`src/design/assert_macros.svh`:
```
// ----------------------------------------------------------------------------
// Assertion macros
// Clocked property checks on clk, with and without the reset qualifier.
// ----------------------------------------------------------------------------
`ifndef ASSERT_MACROS_SVH
`define ASSERT_MACROS_SVH
`ifndef SYNTHESIS
`define ASSERT_CLK(lbl, prop, msg) \
  lbl: assert property (@(posedge clk) disable iff (!rst_n) prop) else $error(msg);
`define ASSERT_ALWAYS(lbl, prop, msg) \
  lbl: assert property (@(posedge clk) prop) else $error(msg);
`else
`define ASSERT_CLK(lbl, prop, msg)
`define ASSERT_ALWAYS(lbl, prop, msg)
`endif
`endif

```
`src/design/dpms_pkg.sv`:
```
// ----------------------------------------------------------------------------
// dpms_pkg
// Shared types and constants of the drive PID block.
// ----------------------------------------------------------------------------
`timescale 1ns / 1ps

package dpms_pkg;

  localparam int TICK_MS    = 10;
  localparam int CFG_DATA_W = 24;
  localparam int CFG_IDX_W  = 3;

  localparam logic [1:0] MODE_MOVE   = 2'd0;
  localparam logic [1:0] MODE_TURN   = 2'd1;
  localparam logic [1:0] MODE_STRAFE = 2'd2;

  typedef enum logic [CFG_IDX_W-1:0] {
    REG_GAIN_P    = 3'd0,
    REG_GAIN_I    = 3'd1,
    REG_GAIN_D    = 3'd2,
    REG_POWER_CAP = 3'd3,
    REG_MODE      = 3'd4,
    REG_DIR_NEG   = 3'd5,
    REG_TARGET    = 3'd6,
    REG_TIMEOUT   = 3'd7
  } reg_idx_t;

  typedef struct packed {
    logic [11:0]        gain_p;
    logic [11:0]        gain_i;
    logic [11:0]        gain_d;
    logic [6:0]         power_cap;
    logic [1:0]         motion_mode;
    logic               direction_negative;
    logic signed [23:0] target_position;
    logic [15:0]        timeout_ms;
  } cfg_t;

  typedef struct packed {
    logic               ran;
    logic signed [23:0] err;
    logic signed [31:0] err_sum;
    logic signed [24:0] err_diff;
  } stage_t;

endpackage

```
`src/design/dpms_cfg.sv`:
```
// ----------------------------------------------------------------------------
// dpms_cfg
// Configuration register file with reset defaults.
// ----------------------------------------------------------------------------
`timescale 1ns / 1ps

module dpms_cfg (
  input  logic                             clk,
  input  logic                             rst_n,
  input  logic                             cfg_valid,
  output logic                             cfg_ready,
  input  logic [dpms_pkg::CFG_IDX_W-1:0]   cfg_index,
  input  logic [dpms_pkg::CFG_DATA_W-1:0]  cfg_data,
  output dpms_pkg::cfg_t                   cfg
);

  dpms_pkg::cfg_t cfg_r;

  assign cfg_ready = 1'b1;
  assign cfg       = cfg_r;

  always_ff @(posedge clk) begin
    if (!rst_n) begin
      cfg_r.gain_p             <= 12'd179;
      cfg_r.gain_i             <= 12'd0;
      cfg_r.gain_d             <= 12'd282;
      cfg_r.power_cap          <= 7'd127;
      cfg_r.motion_mode        <= dpms_pkg::MODE_MOVE;
      cfg_r.direction_negative <= 1'b0;
      cfg_r.target_position    <= 24'sd0;
      cfg_r.timeout_ms         <= 16'd0;
    end else if (cfg_valid && cfg_ready) begin
      case (dpms_pkg::reg_idx_t'(cfg_index))
        dpms_pkg::REG_GAIN_P:    cfg_r.gain_p             <= cfg_data[11:0];
        dpms_pkg::REG_GAIN_I:    cfg_r.gain_i             <= cfg_data[11:0];
        dpms_pkg::REG_GAIN_D:    cfg_r.gain_d             <= cfg_data[11:0];
        dpms_pkg::REG_POWER_CAP: cfg_r.power_cap          <= cfg_data[6:0];
        dpms_pkg::REG_MODE:      cfg_r.motion_mode        <= cfg_data[1:0];
        dpms_pkg::REG_DIR_NEG:   cfg_r.direction_negative <= cfg_data[0];
        dpms_pkg::REG_TARGET:    cfg_r.target_position    <= signed'(cfg_data[23:0]);
        dpms_pkg::REG_TIMEOUT:   cfg_r.timeout_ms         <= cfg_data[15:0];
        default: begin
        end
      endcase
    end
  end

endmodule

```
`src/design/dpms_err.sv`:
```
// ----------------------------------------------------------------------------
// dpms_err
// Error stage: baselines, error history, integral, elapsed time.
// ----------------------------------------------------------------------------
`timescale 1ns / 1ps
`include "assert_macros.svh"

module dpms_err (
  input  logic               clk,
  input  logic               rst_n,
  input  dpms_pkg::cfg_t     cfg,
  input  logic               in_fire,
  input  logic               in_start_req,
  input  logic signed [23:0] in_left_back_pos,
  input  logic signed [23:0] in_right_back_pos,
  input  logic               s2_take,
  output logic               s1_valid,
  output dpms_pkg::stage_t   s1
);

  logic signed [23:0] left_base_r, right_base_r, prev_err_r;
  logic signed [31:0] err_sum_r;
  logic [16:0]        elapsed_r;
  logic               s1_valid_r;
  dpms_pkg::stage_t   s1_r;

  logic signed [23:0] base_l, base_r, prev_e;
  logic signed [31:0] sum_e;
  logic [16:0]        elapsed_e;
  logic               run;
  logic signed [25:0] off_l, off_r, abs_l, abs_r, measured;
  logic signed [26:0] err_full;
  logic signed [23:0] err;
  logic signed [24:0] diff;
  logic signed [32:0] sum_full;
  logic signed [31:0] sum_sat;
  logic [17:0]        elapsed_sum;
  logic [16:0]        elapsed_nxt;
  logic               s1_valid_nxt;

  always_comb begin
    base_l    = in_start_req ? in_left_back_pos  : left_base_r;
    base_r    = in_start_req ? in_right_back_pos : right_base_r;
    prev_e    = in_start_req ? 24'sd0 : prev_err_r;
    sum_e     = in_start_req ? 32'sd0 : err_sum_r;
    elapsed_e = in_start_req ? 17'd0  : elapsed_r;
    run       = elapsed_e < {1'b0, cfg.timeout_ms};

    off_l = 26'(in_left_back_pos) - 26'(base_l);
    off_r = 26'(in_right_back_pos) - 26'(base_r);
    abs_l = off_l[25] ? -off_l : off_l;
    abs_r = off_r[25] ? -off_r : off_r;
    if (cfg.motion_mode == dpms_pkg::MODE_TURN) begin
      measured = cfg.direction_negative ? abs_r : abs_l;
    end else begin
      measured = off_l;
    end

    err_full = 27'(cfg.target_position) - 27'(measured);
    if (err_full > 27'sd8388607) begin
      err = 24'sh7FFFFF;
    end else if (err_full < -27'sd8388608) begin
      err = 24'sh800000;
    end else begin
      err = err_full[23:0];
    end

    diff     = 25'(err) - 25'(prev_e);
    sum_full = 33'(sum_e) + 33'(err);
    if (sum_full[32] != sum_full[31]) begin
      sum_sat = sum_full[32] ? 32'sh80000000 : 32'sh7FFFFFFF;
    end else begin
      sum_sat = sum_full[31:0];
    end

    elapsed_sum = 18'(elapsed_e) + 18'(dpms_pkg::TICK_MS);
    elapsed_nxt = elapsed_sum[17] ? 17'h1FFFF : elapsed_sum[16:0];

    s1_valid_nxt = in_fire ? 1'b1 : (s2_take ? 1'b0 : s1_valid_r);
  end

  always_ff @(posedge clk) begin
    if (!rst_n) begin
      left_base_r  <= 24'sd0;
      right_base_r <= 24'sd0;
      prev_err_r   <= 24'sd0;
      err_sum_r    <= 32'sd0;
      elapsed_r    <= 17'd0;
      s1_valid_r   <= 1'b0;
    end else begin
      s1_valid_r <= s1_valid_nxt;
      if (in_fire) begin
        left_base_r  <= base_l;
        right_base_r <= base_r;
        prev_err_r   <= run ? err : prev_e;
        err_sum_r    <= run ? sum_sat : sum_e;
        elapsed_r    <= run ? elapsed_nxt : elapsed_e;
      end
    end
  end

  always_ff @(posedge clk) begin
    if (in_fire) begin
      s1_r.ran      <= run;
      s1_r.err      <= run ? err : prev_e;
      s1_r.err_sum  <= sum_sat;
      s1_r.err_diff <= diff;
    end
  end

  assign s1_valid = s1_valid_r;
  assign s1       = s1_r;

  `ASSERT_CLK(a_fire_fills, in_fire |=> s1_valid_r, "accepted beat did not reach stage")
  `ASSERT_CLK(a_stage_holds, (s1_valid_r && !s2_take && !in_fire) |=> s1_valid_r,
              "stage beat dropped without transfer")
  `ASSERT_CLK(a_elapsed_frozen, (in_fire && !in_start_req && !run) |=> $stable(elapsed_r),
              "elapsed time moved after timeout")

endmodule

```
`src/design/dpms_out.sv`:
```
// ----------------------------------------------------------------------------
// dpms_out
// Power stage: PID products, scaling, cap, wheel mapping, result register.
// ----------------------------------------------------------------------------
`timescale 1ns / 1ps
`include "assert_macros.svh"

module dpms_out (
  input  logic              clk,
  input  logic              rst_n,
  input  dpms_pkg::cfg_t    cfg,
  input  logic              s1_valid,
  input  dpms_pkg::stage_t  s1,
  output logic              s2_take,
  output logic              out_valid,
  input  logic              out_stall,
  output logic signed [7:0] out_left_back_drive,
  output logic signed [7:0] out_left_front_drive,
  output logic signed [7:0] out_right_back_drive,
  output logic signed [7:0] out_right_front_drive,
  output logic              out_active,
  output logic signed [23:0] out_position_error
);

  logic signed [36:0] prod_p;
  logic signed [44:0] prod_i;
  logic signed [37:0] prod_d;
  logic signed [46:0] acc, acc_adj;
  logic signed [38:0] quot;
  logic signed [7:0]  pwr_sat, cap_pos, cap_neg, power, power_neg, drv_pos, drv_neg;
  logic signed [7:0]  lb_nxt, lf_nxt, rb_nxt, rf_nxt;

  logic              out_valid_r, active_r;
  logic signed [7:0] lb_r, lf_r, rb_r, rf_r;
  logic signed [23:0] pos_err_r;

  always_comb begin
    prod_p  = signed'({1'b0, cfg.gain_p}) * s1.err;
    prod_i  = signed'({1'b0, cfg.gain_i}) * s1.err_sum;
    prod_d  = signed'({1'b0, cfg.gain_d}) * s1.err_diff;
    acc     = 47'(prod_p) + 47'(prod_i) + 47'(prod_d);
    acc_adj = acc[46] ? acc + 47'sd255 : acc;
    quot    = acc_adj[46:8];

    if (quot > 39'sd127) begin
      pwr_sat = 8'sd127;
    end else if (quot < -39'sd127) begin
      pwr_sat = -8'sd127;
    end else begin
      pwr_sat = quot[7:0];
    end

    cap_pos = signed'({1'b0, cfg.power_cap});
    cap_neg = -cap_pos;
    power   = pwr_sat;
    if (cfg.motion_mode != dpms_pkg::MODE_TURN) begin
      if (pwr_sat > cap_pos) begin
        power = cap_pos;
      end else if (pwr_sat < cap_neg) begin
        power = cap_neg;
      end
    end

    power_neg = -power;
    drv_pos   = cfg.direction_negative ? power_neg : power;
    drv_neg   = cfg.direction_negative ? power : power_neg;

    case (cfg.motion_mode)
      dpms_pkg::MODE_TURN: begin
        lb_nxt = drv_neg;
        lf_nxt = drv_neg;
        rb_nxt = drv_pos;
        rf_nxt = drv_pos;
      end
      dpms_pkg::MODE_STRAFE: begin
        lb_nxt = drv_neg;
        lf_nxt = drv_pos;
        rb_nxt = drv_pos;
        rf_nxt = drv_neg;
      end
      default: begin
        lb_nxt = drv_pos;
        lf_nxt = drv_pos;
        rb_nxt = drv_pos;
        rf_nxt = drv_pos;
      end
    endcase
  end

  assign s2_take = s1_valid && (!out_valid_r || !out_stall);

  always_ff @(posedge clk) begin
    if (!rst_n) begin
      out_valid_r <= 1'b0;
      lb_r        <= 8'sd0;
      lf_r        <= 8'sd0;
      rb_r        <= 8'sd0;
      rf_r        <= 8'sd0;
    end else begin
      if (s2_take) begin
        out_valid_r <= 1'b1;
      end else if (!out_stall) begin
        out_valid_r <= 1'b0;
      end
      if (s2_take && s1.ran) begin
        lb_r <= lb_nxt;
        lf_r <= lf_nxt;
        rb_r <= rb_nxt;
        rf_r <= rf_nxt;
      end
    end
  end

  always_ff @(posedge clk) begin
    if (s2_take) begin
      active_r  <= s1.ran;
      pos_err_r <= s1.err;
    end
  end

  assign out_valid             = out_valid_r;
  assign out_left_back_drive   = lb_r;
  assign out_left_front_drive  = lf_r;
  assign out_right_back_drive  = rb_r;
  assign out_right_front_drive = rf_r;
  assign out_active            = active_r;
  assign out_position_error    = pos_err_r;

  `ASSERT_CLK(a_take_fills, s2_take |=> out_valid_r, "taken beat missing at result")
  `ASSERT_CLK(a_hold_drives, (s2_take && !s1.ran) |=> (lb_r == $past(lb_r) && rf_r == $past(rf_r)),
              "drives changed on an idle tick")
  `ASSERT_CLK(a_drive_range, out_valid_r |-> (lb_r != -8'sd128 && lf_r != -8'sd128 &&
              rb_r != -8'sd128 && rf_r != -8'sd128), "drive outside +-127")

endmodule

```
`src/design/drive_pid_move_turn_strafe.sv`:
```
// ----------------------------------------------------------------------------
// drive_pid_move_turn_strafe
// Tick-driven PID loop for a four-wheel base in move, turn and strafe modes.
// ----------------------------------------------------------------------------
//  channel  handshake              payload
//  in       in_valid / in_stall    start_req, left_back_pos, right_back_pos
//  out      out_valid / out_stall  four drives, active, position_error
//  cfg      cfg_valid / cfg_ready  cfg_index, cfg_data
//
//  One beat per cycle sustained while out_stall is low; each input passes the stage register, then the result register.
//  The error stage and the integral update in the accepting cycle, the three
//  gain products, scaling and wheel mapping in the stage before the result
//  register. Reset is synchronous and clears history, baselines and drives.
//  An output stall backs up through one stage register before in_stall rises.
`timescale 1ns / 1ps

module drive_pid_move_turn_strafe (
  input  logic                             clk,
  input  logic                             rst_n,
  input  logic                             in_valid,
  output logic                             in_stall,
  input  logic                             in_start_req,
  input  logic signed [23:0]               in_left_back_pos,
  input  logic signed [23:0]               in_right_back_pos,
  output logic                             out_valid,
  input  logic                             out_stall,
  output logic signed [7:0]                out_left_back_drive,
  output logic signed [7:0]                out_left_front_drive,
  output logic signed [7:0]                out_right_back_drive,
  output logic signed [7:0]                out_right_front_drive,
  output logic                             out_active,
  output logic signed [23:0]               out_position_error,
  input  logic                             cfg_valid,
  output logic                             cfg_ready,
  input  logic [dpms_pkg::CFG_IDX_W-1:0]   cfg_index,
  input  logic [dpms_pkg::CFG_DATA_W-1:0]  cfg_data
);

  dpms_pkg::cfg_t   cfg;
  dpms_pkg::stage_t s1;
  logic             s1_valid, s2_take, in_fire;

  assign in_stall = s1_valid && !s2_take;
  assign in_fire  = in_valid && !in_stall;

  dpms_cfg u_cfg (
    .clk       (clk),
    .rst_n     (rst_n),
    .cfg_valid (cfg_valid),
    .cfg_ready (cfg_ready),
    .cfg_index (cfg_index),
    .cfg_data  (cfg_data),
    .cfg       (cfg)
  );

  dpms_err u_err (
    .clk               (clk),
    .rst_n             (rst_n),
    .cfg               (cfg),
    .in_fire           (in_fire),
    .in_start_req      (in_start_req),
    .in_left_back_pos  (in_left_back_pos),
    .in_right_back_pos (in_right_back_pos),
    .s2_take           (s2_take),
    .s1_valid          (s1_valid),
    .s1                (s1)
  );

  dpms_out u_out (
    .clk                   (clk),
    .rst_n                 (rst_n),
    .cfg                   (cfg),
    .s1_valid              (s1_valid),
    .s1                    (s1),
    .s2_take               (s2_take),
    .out_valid             (out_valid),
    .out_stall             (out_stall),
    .out_left_back_drive   (out_left_back_drive),
    .out_left_front_drive  (out_left_front_drive),
    .out_right_back_drive  (out_right_back_drive),
    .out_right_front_drive (out_right_front_drive),
    .out_active            (out_active),
    .out_position_error    (out_position_error)
  );

endmodule

```
`config.mk`:
```
export PLATFORM = sky130hd
export DESIGN_NAME = drive_pid_move_turn_strafe
export DESIGN_NICKNAME = d
export VERILOG_FILES = /design/src/design/dpms_pkg.sv /design/src/design/dpms_cfg.sv /design/src/design/dpms_err.sv /design/src/design/dpms_out.sv /design/src/design/drive_pid_move_turn_strafe.sv
export VERILOG_INCLUDE_DIRS = /design/src /design/src/design
export SDC_FILE = /design/constraint.sdc
export NUM_CORES = 2
export LEC_CHECK = 0
export BUFFER_PORTS_ARGS = -buffer_cell sky130_fd_sc_hd__buf_4
export CAP_MARGIN = 10
export CORE_ASPECT_RATIO = 1.5
export CORE_MARGIN = 1.5
export CORE_UTILIZATION = 55
export CTS_CLUSTER_DIAMETER = 200
export DETAILED_ROUTE_END_ITERATION = 12
export PLACE_DENSITY_LB_ADDON = 0.3
export SYNTH_ARGS = -nofsm -noshare
export SYNTH_HDL_FRONTEND = slang
export SYNTH_SLANG_ARGS = --single-unit
```
`constraint.sdc`:
```
create_clock -name clk -period 25.4 [get_ports clk]
set_clock_uncertainty 0.15 [all_clocks]
set_input_delay 1.27 -clock clk [delete_from_list [all_inputs] [get_ports clk]]
set_output_delay 1.27 -clock clk [all_outputs]
set_load 0.02 [all_outputs]
```
After elaboration in Yosys (flattened, before gate mapping)
Cells that the tools add are included.

Reductions and logical operators: 20. $add $sub $neg: 13. Order comparisons: 7. Multiply operators: 3. Multiplexer cells: 32. Equality and inequality tests: 12.

Operator list (count): $mux 24 (6); $mux 32 (4); $mux 26 (4); $mux 8 (10); $sub 24x24->25 (3); $neg 26->26 (2); $mux 17 (3); $add 46x38->47 (1); $add 47x9->47 const B (1); $mux 47 (1); $add 37x45->46 (1); $mul 13x32->45 (1); $gt 39x8->1 const B (1); $lt 39x8->1 const B (1); $mul 13x25->38 (1); $mul 13x24->37 (1); $add 32x24->33 (1); $gt 27x24->1 const B (1); $lt 27x24->1 const B (1); $sub 24x26->27 (1); $add 17x4->18 const B (1); $lt 17x16->1 (1); $reduce_and 2->1 (8); $eq 3x3->1 const B (4); 17 further kinds (28).

Output and inout bits: 60. Input bits: 81. Word-level logic and storage cells: 112. Register bits: 348.

Longest topological paths before layout
Depth in word-level cells: 15. Gate-level depth with buffers: 62.

Modules after synthesis
From an unflattened synthesis, not the netlist that was laid out.

Cells, all modules: 6921. Area total of the unflattened synthesis: 61285.0 µm².

Modules (own cells, without submodules): dpms_out (times used 1, cells each 4625, area an instance 41389.7 µm²); dpms_err (times used 1, cells each 1966, area an instance 16557.1 µm²); dpms_cfg (times used 1, cells each 328, area an instance 3315.7 µm²); drive_pid_move_turn_strafe (times used 1, cells each 2, area an instance 22.5 µm²).

Worst setup path after synthesis
No wires, ideal clock.

Path kind: input to register. Start point: input in_start_req. End point: register u_err.s1_r (netlist bit u_err.s1[33]) (data pin). Setup time: 0.133 ns. Path slack: 11.851 ns. Data required time: 25.117 ns. Stages: 57. Data arrival time: 13.266 ns. Cells stage by stage: clkbuf_1 -> buf_1 -> clkbuf_1 -> mux2i_1 -> ha_1 -> a21o_1 -> a21oi_1 -> o21ai_0 -> a21oi_1 -> o21ai_0 -> a21oi_1 -> o21bai_1 -> a21oi_1 -> o31ai_1 -> o221a_2 -> o21ai_0 -> a21oi_1 -> a31o_2 -> [... 21 more ...] -> clkbuf_1 -> o21ai_0 -> ha_1 -> a21boi_0 -> o21ai_0 -> a21boi_0 -> o21bai_1 -> a21o_1 -> a311oi_1 -> nor2_1 -> a2111oi_0 -> o41ai_1 -> a2111oi_0 -> o21ai_0 -> a31oi_1 -> clkbuf_1 -> buf_1 -> maj3_1.

Word-level cells in the longest chain between the ends: 13. Elaborated cells between the ends (all ways): 20. Those cells by class: add/sub (6); order compare (2); eq/ne (1); mux (11).

RTL lines: from (decl) (RTL line drive_pid_move_turn_strafe.sv:22) `input logic in_start_req,`; $mux 24 (on tied branches) (RTL line dpms_err.sv:42, dpms_err.sv:43); $sub 24x24->25 (on tied branches) (RTL line dpms_err.sv:49, dpms_err.sv:50); $neg 26->26 (on tied branches) (RTL line dpms_err.sv:51, dpms_err.sv:52); $mux 26 (on tied branches) (RTL line dpms_err.sv:51, dpms_err.sv:52); $mux 26 (RTL line dpms_err.sv:54) `measured = cfg.direction_negative ? abs_r : abs_l;`; $mux 26 (RTL line dpms_err.sv:53) `if (cfg.motion_mode == dpms_pkg::MODE_TURN) begin`; $sub 24x26->27 (RTL line dpms_err.sv:59) `err_full = 27'(cfg.target_position) - 27'(measured);`; $lt 27x24->1 (RTL line dpms_err.sv:62) `end else if (err_full < -27'sd8388608) begin`; $mux 24 (RTL line dpms_err.sv:62); $mux 24 (RTL line dpms_err.sv:60) `if (err_full > 27'sd8388607) begin`; $add 32x24->33 * (RTL line dpms_err.sv:69) `sum_full = 33'(sum_e) + 33'(err);`; $mux 32 or $ne 1x1->1 (tied branches) (RTL line dpms_err.sv:71, dpms_err.sv:70); $mux 32 * (RTL line dpms_err.sv:70) `if (sum_full[32] != sum_full[31]) begin`; net u_err.sum_sat[8] (RTL line dpms_err.sv:36) `logic signed [31:0] sum_sat;`; to (decl) (RTL line dpms_err.sv:25) `dpms_pkg::stage_t s1_r;`.

Mark *: on every way through the listed nets, which the timed path passes. The rest lies on a longest branch. A chain may end at the register's enable or synchronous reset.

Worst setup path after layout
Start point: register u_err.s1_r (netlist bit u_err.s1[80]). End point: register u_out.rf_r[7], in the netlist u_out.out_right_front_drive[7].

Word-level cells in the longest chain between the ends: 15. Elaborated cells between the ends (all ways): 18. Those cells by class: add/sub (4); mul (1); order compare (4); mux (9).

RTL lines: $mul 13x24->37 * (RTL line dpms_out.sv:38) `prod_p = signed'({1'b0, cfg.gain_p}) * s1.err;`; $add 37x45->46 * (RTL line dpms_out.sv:41) `acc = 47'(prod_p) + 47'(prod_i) + 47'(prod_d);`; $add 46x38->47 * (RTL line dpms_out.sv:41); $add 47x9->47 (RTL line dpms_out.sv:42) `acc_adj = acc[46] ? acc + 47'sd255 : acc;`; $mux 47 * (RTL line dpms_out.sv:42); $lt 39x8->1 (RTL line dpms_out.sv:47) `end else if (quot < -39'sd127) begin`; $mux 8 (RTL line dpms_out.sv:47); $mux 8 * (RTL line dpms_out.sv:45) `if (quot > 39'sd127) begin`; $lt 8x8->1 (RTL line dpms_out.sv:59) `end else if (pwr_sat < cap_neg) begin`; $mux 8 (RTL line dpms_out.sv:59); $mux 8 (RTL line dpms_out.sv:57) `if (pwr_sat > cap_pos) begin`; $mux 8 * (RTL line dpms_out.sv:56) `if (cfg.motion_mode != dpms_pkg::MODE_TURN) begin`; $neg 8->8 (RTL line dpms_out.sv:64) `power_neg = -power;`; $mux 8 (on tied branches) (RTL line dpms_out.sv:65, dpms_out.sv:66); $mux 8 * (RTL line dpms_out.sv:68) `case (cfg.motion_mode)`; to (signal assigned) (RTL line dpms_out.sv:109) `rf_r <= rf_nxt;`; to (decl) (RTL line dpms_out.sv:34) `logic signed [7:0] lb_r, lf_r, rb_r, rf_r;`.

Every way passes the cells marked *; elsewhere a longest branch is shown, timed or not.

==> metrics.md <==
| Metric | Value |
|---|---|
| Routed via count | roughly 47,000 |
| DIE AREA | roughly 0.11 mm^2 |
| CTS Hold Bufs | 0 |
| Hold Startpoint | u_out.out_left_front_drive[2] |
| Synth unique cells | 110 |
| Final instance area | 0.0625 mm^2 |
| DR vias/cell | 5.75 |
| Syn Nets | roughly 8,300 |
| GPL Wtd Cong | ~0.99 |
| Worst reg2reg path depth | 48 |
| GR Util All Layers | roughly a third |
| M1 GR Usage | 32.9% |
| Cts bufs inserted | 28 |
| DR pass1 iterations | 8 |
| # rows | between 100 and 150 |
| Vias in the first global route | 50,360 |
| Grt ovf | 0 |
| Arrival time worst endpoint | 16.05 ns |
| Post-CTS Setup Inserts | 0 |
| Slew Viols, Final | 0 |
| Outcome | finished, final reports clean |
| Least-Margin Pin Slew | 1.18 ns |
| Post-synth top flop | dfxtp_1 |
| Synth top area cells | fa_1 36%, inv_1 8.5%, dfxtp_1 8.0% |
| Avg Cell Area, Syn | between 8 and 9 um^2 |
| M3 GR Usage | roughly 4.1% |
| Met2 global-route usage | 60.2% |
| Most frequent cell after synthesis | inv_1 |
| Core ar. | 0.107 mm^2 |
| Synth top area share | between 30% and 40% |
| R2R Path Start | u_err.s1[80] |
| Yosys top cell by area | fa_1 |
| Clock Root Buffer | clkbuf_16 |
| Commonest cells post-synth | 1,346 x inv_1, 1,066 x fa_1, 875 x nand2_1 |
| CP max FO | 13 |
| Setup violators final | 0 |
| Placement Cell Area | roughly 0.061 mm^2 |
| Crit share post-route | about three fifths |
| Netlist area before placement | approximately 0.059 mm^2 |
| Post_cts resized | 0 |
| Setup CP Type | reg -> reg |
| Initial DRC count | around 3,000 |
| Grt peak-use layer | met2 |
| H-tree depth | 1 |
| Dpl cells | between 8,000 and 9,000 |
| Family with the most delay on the worst path | adder cells |
| Clock Sinks | around 350 |
| First-pass GRT wire length | around 270 mm |
| Clock Latency Late Sink | about 0.62 ns |
| WHS Path Cells | 2 |
| CTS tree | yes |
| RSZ-0062 raised after global routing | no |
| Final non-filler cell total | roughly 8,000 |
| Initial Util | around 56% |
| Slowest-stage cell, CP | xnor2_1 |
| Hold Crit Endpoint | u_out.out_left_front_drive[2] |
| Startpoint Class | flop |
| Critical path buffer and inverter count | 8 |
| Post-synthesis register bit count | between 300 and 400 |
| FMAX | ~64 MHz |
| Sequential area share after synthesis | between 10% and 20% |
| Worst slew margin | 21.0% |
| Wirelength per Cell | between 20 and 25 um |
| Final HPWL DP | around 150 mm |
| Ys Warns | 0 |
| Area grow syn2layout | 5.19% |
| Initial antenna violation count | 5 |
| R2r endpoint | u_out.out_right_front_drive[7] |
| Total of max-cap violations | 0 |
| Setup_tns | 0 ns |
| FFs w/ async S/R, synth | 0% |
| Worst min-delay path category | reg -> reg |
| Final nets | 8,235 |
| Final wirelength | between 150 and 200 mm |
| Layout cells sized above 1 | 4.84% |
| Die extent in x | between 200 and 300 um |
| Largest net degree at the start of global routing | 78 |
| CP endpoint kind | flop |
| Final hold violations | 0 |
| Post-synth EDFFs | between 100 and 150 |
| CTS max path bufs | 3 |
| Synth Instances | about 6,800 |
| Die H | 406 um |
| Reg-to-reg setup timing slack | about 10 ns |
| I/O pin cnt | 141 |
| Worst path max stage delay | between 0.8 and 0.9 ns |
| Clk pin slew, worst setup/hold paths | ~0.07 ns |
| CP required | roughly 26 ns |
| Port-buffer cells | 139 |
| Antenna-violating nets left | 0 |
| DR DRC count | 0 |
| Fin crit period | 15.67 ns |
layout make-up:
type                            count  area (um^2)
Clock inverter                     16          279
Multi-Input combinational cell   4793        45100
Inverter                         1348         5070
Fill cell                        9637        44500
Antenna cell                        2         5.00
Timing Repair Buffer              200         1500
Sequential cell                   345         7990
Tap cell                         1415         1770
Clock buffer                       36          781
routing by layer:
metal	share of wire (%)	wire length (um)
met1	33	57700
met2	53	91200
met3	5.7	9840
met4	8.4	14600
met5	0.029	50
cell families after synthesis:
family / Yosys count / share of synthesized area (%)
muxes: 71 / 1.20
xor gates and xnor gates: 185 / 2.73
adders and majority gates: 1463 / 44.2
DFF: 345 / 13.4
buffers and inverters: 1667 / 10.7
and+or+nand+nor: 2145 / 17.7
other: 1 / 0.00631
AOI/OAI and AO/OA: 928 / 10.1
registers in the layout (all words and copies together) (netlist names):
signal,cells
u_err.elapsed_r,17
u_out.out_left_front_drive,7
u_out.out_left_back_drive,7
u_err.left_base_r,24
u_out.out_position_error,24
u_err.s1,82
u_out.out_right_front_drive,8
u_err.prev_err_r,24
u_err.s1_valid,1
u_cfg.cfg,86
u_err.right_base_r,24
u_out.out_active,1
u_err.err_sum_r,32
u_out.out_valid,1
u_out.out_right_back_drive,7
worst reg2reg max path: cells and delay by family (launching register included):
| family | cells | cell delay (ns) |
|---|---|---|
| flip-flops | 1 | 0.59 |
| multiplexers | 1 | 0.12 |
| XOR/XNOR | 1 | 0.89 |
| adder cells (fa/ha/maj) | 10 | 5.32 |
| AO/OA/AOI/OAI | 15 | 4.11 |
| buffers and inverters | 8 | 0.87 |
| AND/OR/NAND/NOR | 13 | 3.58 |
placed cells by master, fill, tap and decap left out, types with 26 or more instances in the layout:
cell | synthesis | final
a31oi_1 | 36 | 35
and3_1 | 30 | 30
o21ai_0 | 216 | 216
dfxtp_1 | 238 | 232
xor2_1 | 62 | 62
ha_1 | 372 | 371
nor3_1 | 73 | 73
o21a_1 | 31 | 31
clkbuf_16 | 0 | 28
or3_1 | 27 | 27
edfxtp_1 | 107 | 107
and2_1 | 527 | 526
a21oi_1 | 254 | 254
a21o_1 | 53 | 53
mux2i_1 | 68 | 68
inv_1 | 1346 | 1344
nand3_1 | 100 | 100
a22o_1 | 46 | 46
buf_4 | 8 | 199
nor2b_1 | 83 | 83
o211ai_1 | 26 | 26
nor2_1 | 273 | 272
nand2_1 | 875 | 875
xnor2_1 | 123 | 122
nand4_1 | 37 | 37
a211oi_1 | 67 | 67
fa_1 | 1066 | 1066
through the flow:
step | setup slack [ns] | util, % | hold WS (ns)
detailed placement | 9.46 | 57.4 | 0.292
global placement | 9.68 | 57.4 | 0.284
CTS | 9.90 | 58.4 | 0.306
floorplan | 11.85 | - | 0.267
global route | 8.36 | 58.4 | 0.325
finish | 9.73 | 58.4 | 0.303
how the worst max path moves through the flow:
stage	slack [ns]	cells after the start	start	endpoint
after floorplan	11.85	57	in_start_req	u_err.s1[33]
after global placement	9.68	59	in_start_req	u_err.s1[43]
after detailed placement	9.46	56	in_start_req	u_err.err_sum_r[2]
after CTS	9.90	48	u_err.s1[80]	u_out.out_right_front_drive[7]
after global routing	8.36	58	in_start_req	u_err.err_sum_r[2]
final	9.73	48	u_err.s1[80]	u_out.out_right_front_drive[7]
Power is left out: the tool's default activity adds up to more than one toggle a clock period on the data nets, which glitch-free logic cannot reach.
